File: src/rtl/core/rkc_pkg.sv
// Shared types and constants of the reference-count aging key cache.
// No dependencies.
package rkc_pkg;

    localparam int KEY_W      = 32;
    localparam int CNT_W      = 16;
    localparam int HWM_W      = 7;
    localparam int LWM_W      = 6;
    localparam int STAT_W     = 3;
    localparam int OUT_CNT_W  = 7;
    localparam int CFG_IDX_W  = 2;
    localparam int CFG_DATA_W = 7;

    localparam logic [CNT_W-1:0] CNT_MAX   = 16'hFFFF;
    localparam logic [HWM_W-1:0] HWM_RESET = 7'd64;
    localparam logic [LWM_W-1:0] LWM_RESET = 6'd32;

    // register indexes of the configuration port
    localparam logic [CFG_IDX_W-1:0] CFG_HWM = 2'd0;
    localparam logic [CFG_IDX_W-1:0] CFG_LWM = 2'd1;

    // result status codes
    localparam logic [STAT_W-1:0] STAT_HIT      = 3'd0;
    localparam logic [STAT_W-1:0] STAT_INSERTED = 3'd1;
    localparam logic [STAT_W-1:0] STAT_REFUSED  = 3'd2;
    localparam logic [STAT_W-1:0] STAT_CLEANED  = 3'd3;
    localparam logic [STAT_W-1:0] STAT_SKIPPED  = 3'd4;

    // commands from the controller to the datapath
    typedef struct packed {
        logic clear;  // clearing pass: zero one count entry
        logic start;  // latch a new request, rewind the walk
        logic walk;   // advance the table walk
        logic load;   // move the finished result to the output register
    } cmd_t;

    // status from the datapath to the controller
    typedef struct packed {
        logic clear_last;  // clearing pass is at the last entry
        logic done;        // request finished, result latched this cycle
    } sts_t;

endpackage

File: src/rtl/core/rkc_ctrl.sv
// Controller of the reference-count aging key cache: request sequencing and output valid.
// Depends on rkc_pkg.
module rkc_ctrl
    import rkc_pkg::*;
(
    input  logic aclk,
    input  logic aresetn,
    input  logic s_valid,
    output logic s_ready,
    output logic m_valid,
    input  logic m_ready,
    input  sts_t sts,
    output cmd_t cmd
);

    typedef enum logic [3:0] {
        S_CLEAR = 4'b0001,
        S_IDLE  = 4'b0010,
        S_WALK  = 4'b0100,
        S_POST  = 4'b1000
    } state_t;

    state_t state_reg, state_next;
    logic   m_valid_reg, m_valid_next;

    always_comb begin
        state_next = state_reg;
        cmd        = '0;
        s_ready    = 1'b0;
        case (state_reg)
            S_CLEAR: begin
                cmd.clear = 1'b1;
                if (sts.clear_last) begin
                    state_next = S_IDLE;
                end
            end
            S_IDLE: begin
                s_ready = 1'b1;
                if (s_valid) begin
                    cmd.start  = 1'b1;
                    state_next = S_WALK;
                end
            end
            S_WALK: begin
                cmd.walk = 1'b1;
                if (sts.done) begin
                    state_next = S_POST;
                end
            end
            S_POST: begin
                // hold the result until the output register is free
                if (!m_valid_reg || m_ready) begin
                    cmd.load   = 1'b1;
                    state_next = S_IDLE;
                end
            end
            default: begin
                state_next = S_IDLE;
            end
        endcase
    end

    always_comb begin
        m_valid_next = m_valid_reg;
        if (cmd.load) begin
            m_valid_next = 1'b1;
        end else if (m_ready) begin
            m_valid_next = 1'b0;
        end
    end

    always_ff @(posedge aclk) begin
        if (!aresetn) begin
            state_reg   <= S_CLEAR;
            m_valid_reg <= 1'b0;
        end else begin
            state_reg   <= state_next;
            m_valid_reg <= m_valid_next;
        end
    end

    assign m_valid = m_valid_reg;

endmodule

File: src/rtl/core/rkc_datapath.sv
// Datapath of the reference-count aging key cache: key and count memories, walk counters,
// entry total, configuration registers and result registers. Depends on rkc_pkg.
module rkc_datapath
    import rkc_pkg::*;
#(
    parameter int CAPACITY = 64
) (
    input  logic                  aclk,
    input  logic                  aresetn,
    input  cmd_t                  cmd,
    output sts_t                  sts,
    input  logic                  s_kind,
    input  logic [KEY_W-1:0]      s_key,
    input  logic                  s_check_marks,
    input  logic                  cfg_wr,
    input  logic [CFG_IDX_W-1:0]  cfg_index,
    input  logic [CFG_DATA_W-1:0] cfg_data,
    output logic [STAT_W-1:0]     m_status,
    output logic [OUT_CNT_W-1:0]  m_entries,
    output logic [OUT_CNT_W-1:0]  m_removed
);

    localparam int AW = (CAPACITY > 1) ? $clog2(CAPACITY) : 1;
    localparam int TW = $clog2(CAPACITY + 1);
    localparam int CW = (TW > HWM_W) ? TW : HWM_W;
    localparam logic [AW-1:0] LAST_ADDR = AW'(CAPACITY - 1);

    // count memory word: valid bit on top of the reference count
    logic [KEY_W-1:0] key_mem [CAPACITY];
    logic [CNT_W:0]   cnt_mem [CAPACITY];

    logic [HWM_W-1:0]     hwm_reg;
    logic [LWM_W-1:0]     lwm_reg;
    logic [TW-1:0]        total_reg, total_next;
    logic [TW-1:0]        removed_reg, removed_next;
    logic [AW-1:0]        issue_addr_reg;
    logic                 issued_all_reg;
    logic                 dvalid_reg;
    logic [AW-1:0]        daddr_reg;
    logic                 dlast_reg;
    logic                 free_found_reg;
    logic [AW-1:0]        free_addr_reg;
    logic                 kind_reg;
    logic [KEY_W-1:0]     key_reg;
    logic                 skip_reg;
    logic [KEY_W-1:0]     key_rd_reg;
    logic [CNT_W:0]       cnt_rd_reg;
    logic [STAT_W-1:0]    res_status_reg, res_status_next;
    logic [OUT_CNT_W-1:0] res_entries_reg, res_removed_reg;
    logic [STAT_W-1:0]    out_status_reg;
    logic [OUT_CNT_W-1:0] out_entries_reg, out_removed_reg;

    logic             cur_valid;
    logic [CNT_W-1:0] cur_cnt;
    logic             examine, hit, last, do_skip, done, room;
    logic [AW-1:0]    issue_addr_inc;
    logic             cnt_we, key_we;
    logic [AW-1:0]    cnt_waddr, key_waddr;
    logic [CNT_W:0]   cnt_wdata;

    assign cur_valid      = cnt_rd_reg[CNT_W];
    assign cur_cnt        = cnt_rd_reg[CNT_W-1:0];
    assign examine        = cmd.walk && dvalid_reg;
    assign hit            = examine && !kind_reg && cur_valid && (key_rd_reg == key_reg);
    assign last           = examine && dlast_reg;
    assign do_skip        = cmd.walk && kind_reg && skip_reg;
    assign done           = hit || do_skip || last;
    assign room           = CW'(total_reg) < CW'(hwm_reg);
    assign issue_addr_inc = (issue_addr_reg == LAST_ADDR) ? '0 : issue_addr_reg + AW'(1);

    always_comb begin
        cnt_we          = 1'b0;
        cnt_waddr       = daddr_reg;
        cnt_wdata       = '0;
        key_we          = 1'b0;
        key_waddr       = free_found_reg ? free_addr_reg : daddr_reg;
        total_next      = total_reg;
        removed_next    = cmd.start ? '0 : removed_reg;
        res_status_next = STAT_HIT;
        if (cmd.clear) begin
            cnt_we    = 1'b1;
            cnt_waddr = issue_addr_reg;
        end else if (examine && !kind_reg) begin
            if (hit) begin
                cnt_we    = 1'b1;
                cnt_wdata = {1'b1, (cur_cnt == CNT_MAX) ? cur_cnt : cur_cnt + CNT_W'(1)};
            end else if (last) begin
                if ((free_found_reg || !cur_valid) && room) begin
                    // insert at the lowest free slot seen on the walk
                    cnt_we          = 1'b1;
                    cnt_waddr       = key_waddr;
                    cnt_wdata       = {1'b1, CNT_W'(1)};
                    key_we          = 1'b1;
                    total_next      = total_reg + TW'(1);
                    res_status_next = STAT_INSERTED;
                end else begin
                    res_status_next = STAT_REFUSED;
                end
            end
        end else if (examine && kind_reg && !skip_reg) begin
            res_status_next = STAT_CLEANED;
            if (cur_valid) begin
                cnt_we = 1'b1;
                if (cur_cnt <= CNT_W'(1)) begin
                    // drop the entry
                    cnt_wdata    = '0;
                    removed_next = removed_reg + TW'(1);
                    if (total_reg != '0) begin
                        total_next = total_reg - TW'(1);
                    end
                end else begin
                    cnt_wdata = {1'b1, cur_cnt - CNT_W'(1)};
                end
            end
        end
        if (do_skip) begin
            res_status_next = STAT_SKIPPED;
        end
    end

    // memories: one write and one registered read a cycle
    always_ff @(posedge aclk) begin
        if (cnt_we) begin
            cnt_mem[cnt_waddr] <= cnt_wdata;
        end
        if (key_we) begin
            key_mem[key_waddr] <= key_reg;
        end
        cnt_rd_reg <= cnt_mem[issue_addr_reg];
        key_rd_reg <= key_mem[issue_addr_reg];
    end

    always_ff @(posedge aclk) begin
        if (!aresetn) begin
            hwm_reg        <= HWM_RESET;
            lwm_reg        <= LWM_RESET;
            total_reg      <= '0;
            removed_reg    <= '0;
            issue_addr_reg <= '0;
            issued_all_reg <= 1'b0;
            dvalid_reg     <= 1'b0;
            free_found_reg <= 1'b0;
        end else begin
            if (cfg_wr && (cfg_index == CFG_HWM)) begin
                hwm_reg <= cfg_data;
            end
            if (cfg_wr && (cfg_index == CFG_LWM)) begin
                lwm_reg <= cfg_data[LWM_W-1:0];
            end
            total_reg   <= total_next;
            removed_reg <= removed_next;
            if (cmd.start) begin
                issue_addr_reg <= '0;
                issued_all_reg <= 1'b0;
                dvalid_reg     <= 1'b0;
                free_found_reg <= 1'b0;
            end else if (cmd.clear) begin
                issue_addr_reg <= issue_addr_inc;
            end else if (cmd.walk && !issued_all_reg) begin
                issue_addr_reg <= issue_addr_inc;
                issued_all_reg <= (issue_addr_reg == LAST_ADDR);
                dvalid_reg     <= 1'b1;
            end else begin
                dvalid_reg <= 1'b0;
            end
            if (examine && !kind_reg && !cur_valid && !free_found_reg) begin
                free_found_reg <= 1'b1;
            end
        end
    end

    always_ff @(posedge aclk) begin
        if (cmd.start) begin
            kind_reg <= s_kind;
            key_reg  <= s_key;
            skip_reg <= s_check_marks && (CW'(total_reg) <= CW'(lwm_reg));
        end
        if (cmd.walk && !issued_all_reg) begin
            daddr_reg <= issue_addr_reg;
            dlast_reg <= (issue_addr_reg == LAST_ADDR);
        end
        if (examine && !kind_reg && !cur_valid && !free_found_reg) begin
            free_addr_reg <= daddr_reg;
        end
        if (done) begin
            res_status_reg  <= res_status_next;
            res_entries_reg <= OUT_CNT_W'(total_next);
            res_removed_reg <= (kind_reg && !skip_reg) ? OUT_CNT_W'(removed_next) : '0;
        end
        if (cmd.load) begin
            out_status_reg  <= res_status_reg;
            out_entries_reg <= res_entries_reg;
            out_removed_reg <= res_removed_reg;
        end
    end

    assign sts.clear_last = (issue_addr_reg == LAST_ADDR);
    assign sts.done       = done;

    assign m_status  = out_status_reg;
    assign m_entries = out_entries_reg;
    assign m_removed = out_removed_reg;

endmodule

File: src/rtl/core/refcount_aging_key_cache.sv
// Top level of the reference-count aging key cache: controller plus datapath.
// Depends on rkc_pkg, rkc_ctrl and rkc_datapath.
//
//   channel   ports                                    role
//   s_        s_valid s_ready s_kind s_key s_check_marks  request in
//   m_        m_valid m_ready m_status m_entries m_removed  result out
//   cfg_      cfg_valid cfg_ready cfg_index cfg_data      register write
//
// A reference or clean walks the table one entry a cycle through the count and key
// memory read port; a reference stops early on a hit, a skipped clean examines no entry.
// After reset a clearing pass zeroes the count memory; no request is taken until it
// ends, register writes are.
// One request at a time; a new one is taken while the last result waits in the
// output register, and a full output register holds the next result back.
module refcount_aging_key_cache
    import rkc_pkg::*;
#(
    parameter int CAPACITY = 64
) (
    input  logic                  aclk,
    input  logic                  aresetn,
    input  logic                  s_valid,
    output logic                  s_ready,
    input  logic                  s_kind,
    input  logic [KEY_W-1:0]      s_key,
    input  logic                  s_check_marks,
    output logic                  m_valid,
    input  logic                  m_ready,
    output logic [STAT_W-1:0]     m_status,
    output logic [OUT_CNT_W-1:0]  m_entries,
    output logic [OUT_CNT_W-1:0]  m_removed,
    input  logic                  cfg_valid,
    output logic                  cfg_ready,
    input  logic [CFG_IDX_W-1:0]  cfg_index,
    input  logic [CFG_DATA_W-1:0] cfg_data
);

    cmd_t cmd;
    sts_t sts;

    assign cfg_ready = 1'b1;

    rkc_ctrl u_ctrl (
        .aclk    (aclk),
        .aresetn (aresetn),
        .s_valid (s_valid),
        .s_ready (s_ready),
        .m_valid (m_valid),
        .m_ready (m_ready),
        .sts     (sts),
        .cmd     (cmd)
    );

    rkc_datapath #(
        .CAPACITY (CAPACITY)
    ) u_datapath (
        .aclk          (aclk),
        .aresetn       (aresetn),
        .cmd           (cmd),
        .sts           (sts),
        .s_kind        (s_kind),
        .s_key         (s_key),
        .s_check_marks (s_check_marks),
        .cfg_wr        (cfg_valid && cfg_ready),
        .cfg_index     (cfg_index),
        .cfg_data      (cfg_data),
        .m_status      (m_status),
        .m_entries     (m_entries),
        .m_removed     (m_removed)
    );

endmodule

File: config.mk
export PLATFORM = sky130hd
export DESIGN_NAME = refcount_aging_key_cache
export DESIGN_NICKNAME = d
export VERILOG_FILES = /design/src/rtl/core/rkc_pkg.sv /design/src/rtl/core/rkc_ctrl.sv /design/src/rtl/core/rkc_datapath.sv /design/src/rtl/core/refcount_aging_key_cache.sv
export SDC_FILE = /design/constraint.sdc
export NUM_CORES = 2
export LEC_CHECK = 0
export BUFFER_PORTS_ARGS = -buffer_cell sky130_fd_sc_hd__buf_2
export CORE_MARGIN = 3
export CORE_UTILIZATION = 23
export CTS_CLUSTER_SIZE = 10
export DETAILED_ROUTE_END_ITERATION = 12
export GPL_ROUTABILITY_DRIVEN = 0
export HOLD_SLACK_MARGIN = 0.15
export PLACE_DENSITY = 0.45
export SETUP_SLACK_MARGIN = 0.4
export SYNTH_ARGS = -nofsm -noshare
export SYNTH_HDL_FRONTEND = slang
export SYNTH_SLANG_ARGS = --single-unit
File: constraint.sdc
create_clock -name aclk -period 6.4 [get_ports aclk]
set_input_delay 0.32 -clock aclk [delete_from_list [all_inputs] [get_ports aclk]]
set_output_delay 0.32 -clock aclk [all_outputs]
set_load 0.03 [all_outputs]
==> impl_results.md <==
* RSZ-0062 raised after global routing: false
* VDD IR max at 0.244 mV
* DR iter-0 viols at 6044
* Residual DRC count at 0
* Core Area at 549000 sq um
* CTS tree: done
* Synth Flop Type: edfxtp_1
* Initial Util at 0.231
* Final Slew Violations at 0
* Leading registers by flop count: u_datapath.key_mem (2048), u_datapath.cnt_mem (1088)
* Synth Area in XOR/XNOR at 0.00359
* Initial antenna violation count at 29
* Clock Path Buffers at 4
* Outcome: finished clean
* Fin nets at 5987
* Avg WL per Cell at approximately 27 microns
* Largest net degree at the start of global routing at about 140
* Antenna-violating nets left at 0
* Final wirelength at 365 mm
* GR Util All Layers at 0.127
* Post-synthesis mux area share at 0.181
* Worst EP arrival at ~6.1 ns
* Syn nets at 5493
* Clock transition at the registers of the reported paths at 0.06 ns
* Synth async-reset ratio at 0
* Share of layout cells above drive strength 1 at 0.318
* Cell breakdown of the critical path: buf_4 > xnor2_1 > nand4_1 > nor4_1 > nand4_1 > o21ai_0 > a222oi_1 > or4_1 > nor3_2 > buf_4
* Met2 usage at 0.209
* Number of library cell types mapped by synthesis at 73
* Max incr delay on CP at 0.83 ns
* Synthesized area per cell at 23.4 sq um
* Post-Synth Simple-Gate Area at 0.0173
* Cells after Synth at 5425
* Core Util, Final at 0.272
* Dpl cell area at 138000 sq um
* Total die area at 560000 sq um
* Slew headroom at 0.223
* Max reg flops at 2048
* Commonest non-fill, non-tap cell in the layout: edfxtp_1
* Final Setup Violations at 0
* Post-Synth Adder-Cell Area at 0.00197
* First-pass GRT wire length at roughly 510 mm
* Met3 Usage GRT at 0.0194
* Vias in the first global route at 61800
* Clock skew at 0.138 ns
* Final Cycle Share at 0.866
* Crit-path slowest cell: or4_1
* Row count at 272
* Vias at 59490
* Met1 Track Usage GR at 0.176
* Max FO, Critical Path at 33
* Most frequent cells in the layout: edfxtp_1 (3217), mux4_2 (978), clkbuf_16 (380)
* IO Pins at 68
* HP Class: in2reg
* Worst-Skew Late Latency at around 0.99 ns
* #FFs+latches synth at between 3000 and 4000
* Cell Area, Synth at ~130000 sq um
* Die Span Y at between 700 and 800 microns
* Setup Crit Path Kind: reg2reg
* Buf/Inv on CP at 2
* Fillers at 53887
* Die W at ~750 microns
* Pwr dens at around 320 nW/um^2
* Post-synth EDFFs at 3217
* Main combinational cell family by area after synthesis: multiplexers
* Required time of the worst setup path at about 7.0 ns
* Clock sink count at 3307
* H-tree depth at 5
* Register area share after synthesis at 0.776
* Most flops, register: u_datapath.key_mem
* Cell area after layout at 149000 sq um
* GR Overflow Total at 0
* CTS Buf Count at 375
* Crit start category: flip-flop
* Drt first pass iters at 5
* Setup_tns at 0 ns
* LEAKAGE at around 42 nW
* Total Power at 0.0473 W
* Post-CTS Setup Bufs at 0
* Setup crit end kind: flip-flop
* Measured slew at the worst slew-check pin at 1.17 ns
* Post-DP HPWL at 211 mm
* Root Buffer: clkbuf_16
* Port Buffers at 66
* Synth Area in Compound Gates at 0.0113
* P&R area growth vs syn at 17.8%
* Crit-path leading delay family: simple AND/OR/NAND/NOR gates
* MaxCap Viol Count at 0
* Vias per cell at 4.47
* F_max at 180 MHz
* Layer carrying the most global-route usage: met2
* Yosys warns at 0
* Fin. Hold Viols at 0
* Minimum period implied by the final worst setup slack at between 5 and 6 ns
[synth_stat cells, types with 7 or more instances]
| master | instances | area share |
|---|---|---|
| edfxtp_1 | 3217 | 0.76 |
| nand3_1 | 15 | 0.00059 |
| dfxtp_1 | 90 | 0.014 |
| a31oi_1 | 7 | 0.00035 |
| nand4_1 | 20 | 0.00099 |
| mux2_2 | 21 | 0.0019 |
| o22ai_1 | 13 | 0.00064 |
| xor2_1 | 22 | 0.0015 |
| and3_1 | 14 | 0.00069 |
| nor2b_1 | 11 | 0.00054 |
| a21oi_1 | 61 | 0.0024 |
| or3_1 | 12 | 0.00059 |
| clkbuf_1 | 172 | 0.0051 |
| inv_1 | 27 | 0.00080 |
| a221oi_1 | 19 | 0.0013 |
| buf_1 | 91 | 0.0027 |
| nand2_1 | 69 | 0.0020 |
| ha_1 | 20 | 0.0020 |
| mux4_2 | 978 | 0.17 |
| nor3_1 | 53 | 0.0021 |
| nand2b_1 | 11 | 0.00054 |
| o21ai_0 | 55 | 0.0022 |
| mux2i_1 | 65 | 0.0051 |
| xnor2_1 | 30 | 0.0021 |
| nor2_1 | 181 | 0.0054 |
| or4_1 | 9 | 0.00053 |
| and2_1 | 12 | 0.00059 |
| nor4_1 | 15 | 0.00074 |
| buf_2 | 16 | 0.00063 |
| a22oi_1 | 20 | 0.0012 |
[per-stage QoR]
stage | hold WS [ns] | setup slack [ns] | instances
after detailed placement | 0.405 | 0.908 | 12746
after global routing | 0.188 | 0.679 | 13310
final | 0.240 | 0.859 | 13317
after floorplan | 0.400 | 0.409 | 5425
after global placement | 0.411 | 1.00 | 12746
after CTS | 0.159 | 0.828 | 13309
[layer usage]
| metal | vias up | share of wire | wire length (microns) |
|---|---|---|---|
| met1 | 33069 | 0.44 | 160000 |
| met3 | 469 | 0.054 | 19900 |
| met4 | 10 | 0.023 | 8340 |
| met5 | - | 0.00016 | 58 |
| li1 | 24140 | - | - |
| met2 | 1802 | 0.48 | 176000 |
[report_power, final]
group	switching, W	internal (W)
sequential	0.000195	0.0240
combinational	0.00244	0.00167
clock	0.00821	0.0108
total	0.0108	0.0365
[worst paths after layout]
| kind | start | to | slack (ns) | cells after the start |
|---|---|---|---|---|
| worst max register to register | u_datapath.key_reg[8] | u_datapath.cnt_mem[19][15] | 0.86 | 10 |
| worst min register to register | u_datapath.res_removed_reg[1] | u_datapath.m_removed[1] | 0.42 | 0 |
| worst min-delay path | s_key[22] | u_datapath.key_reg[22] | 0.24 | 2 |
| worst max-delay path | u_datapath.key_reg[8] | u_datapath.cnt_mem[19][15] | 0.86 | 10 |
[timing repair]
item,CTS,global route
hold endpoints to repair,93,0
resized for setup,0,0
hold buffers,57,0
[cells by family after synthesis]
| group | Yosys count |
|---|---|
| flip-flops | 3307 |
| multiplexers | 1064 |
| AND/OR/NAND/NOR | 451 |
| buffers and inverters | 307 |
| AO/OA/AOI/OAI | 223 |
| XOR/XNOR | 52 |
| adder cells (fa/ha/maj) | 20 |
| other | 1 |
[area by class of cell]
cell class	count	area, sq um	area share
antenna	8	20.0	0.000134
clock buffer	470	9860	0.0660
clock inverter	36	487	0.00326
inverter	27	103	0.000687
multi-input combinational	1811	28200	0.189
sequential	3307	98400	0.659
tap	7261	9080	0.0608
timing repair buffer	397	3260	0.0218
No activity file was read; power rests on OpenSTA's default activity.
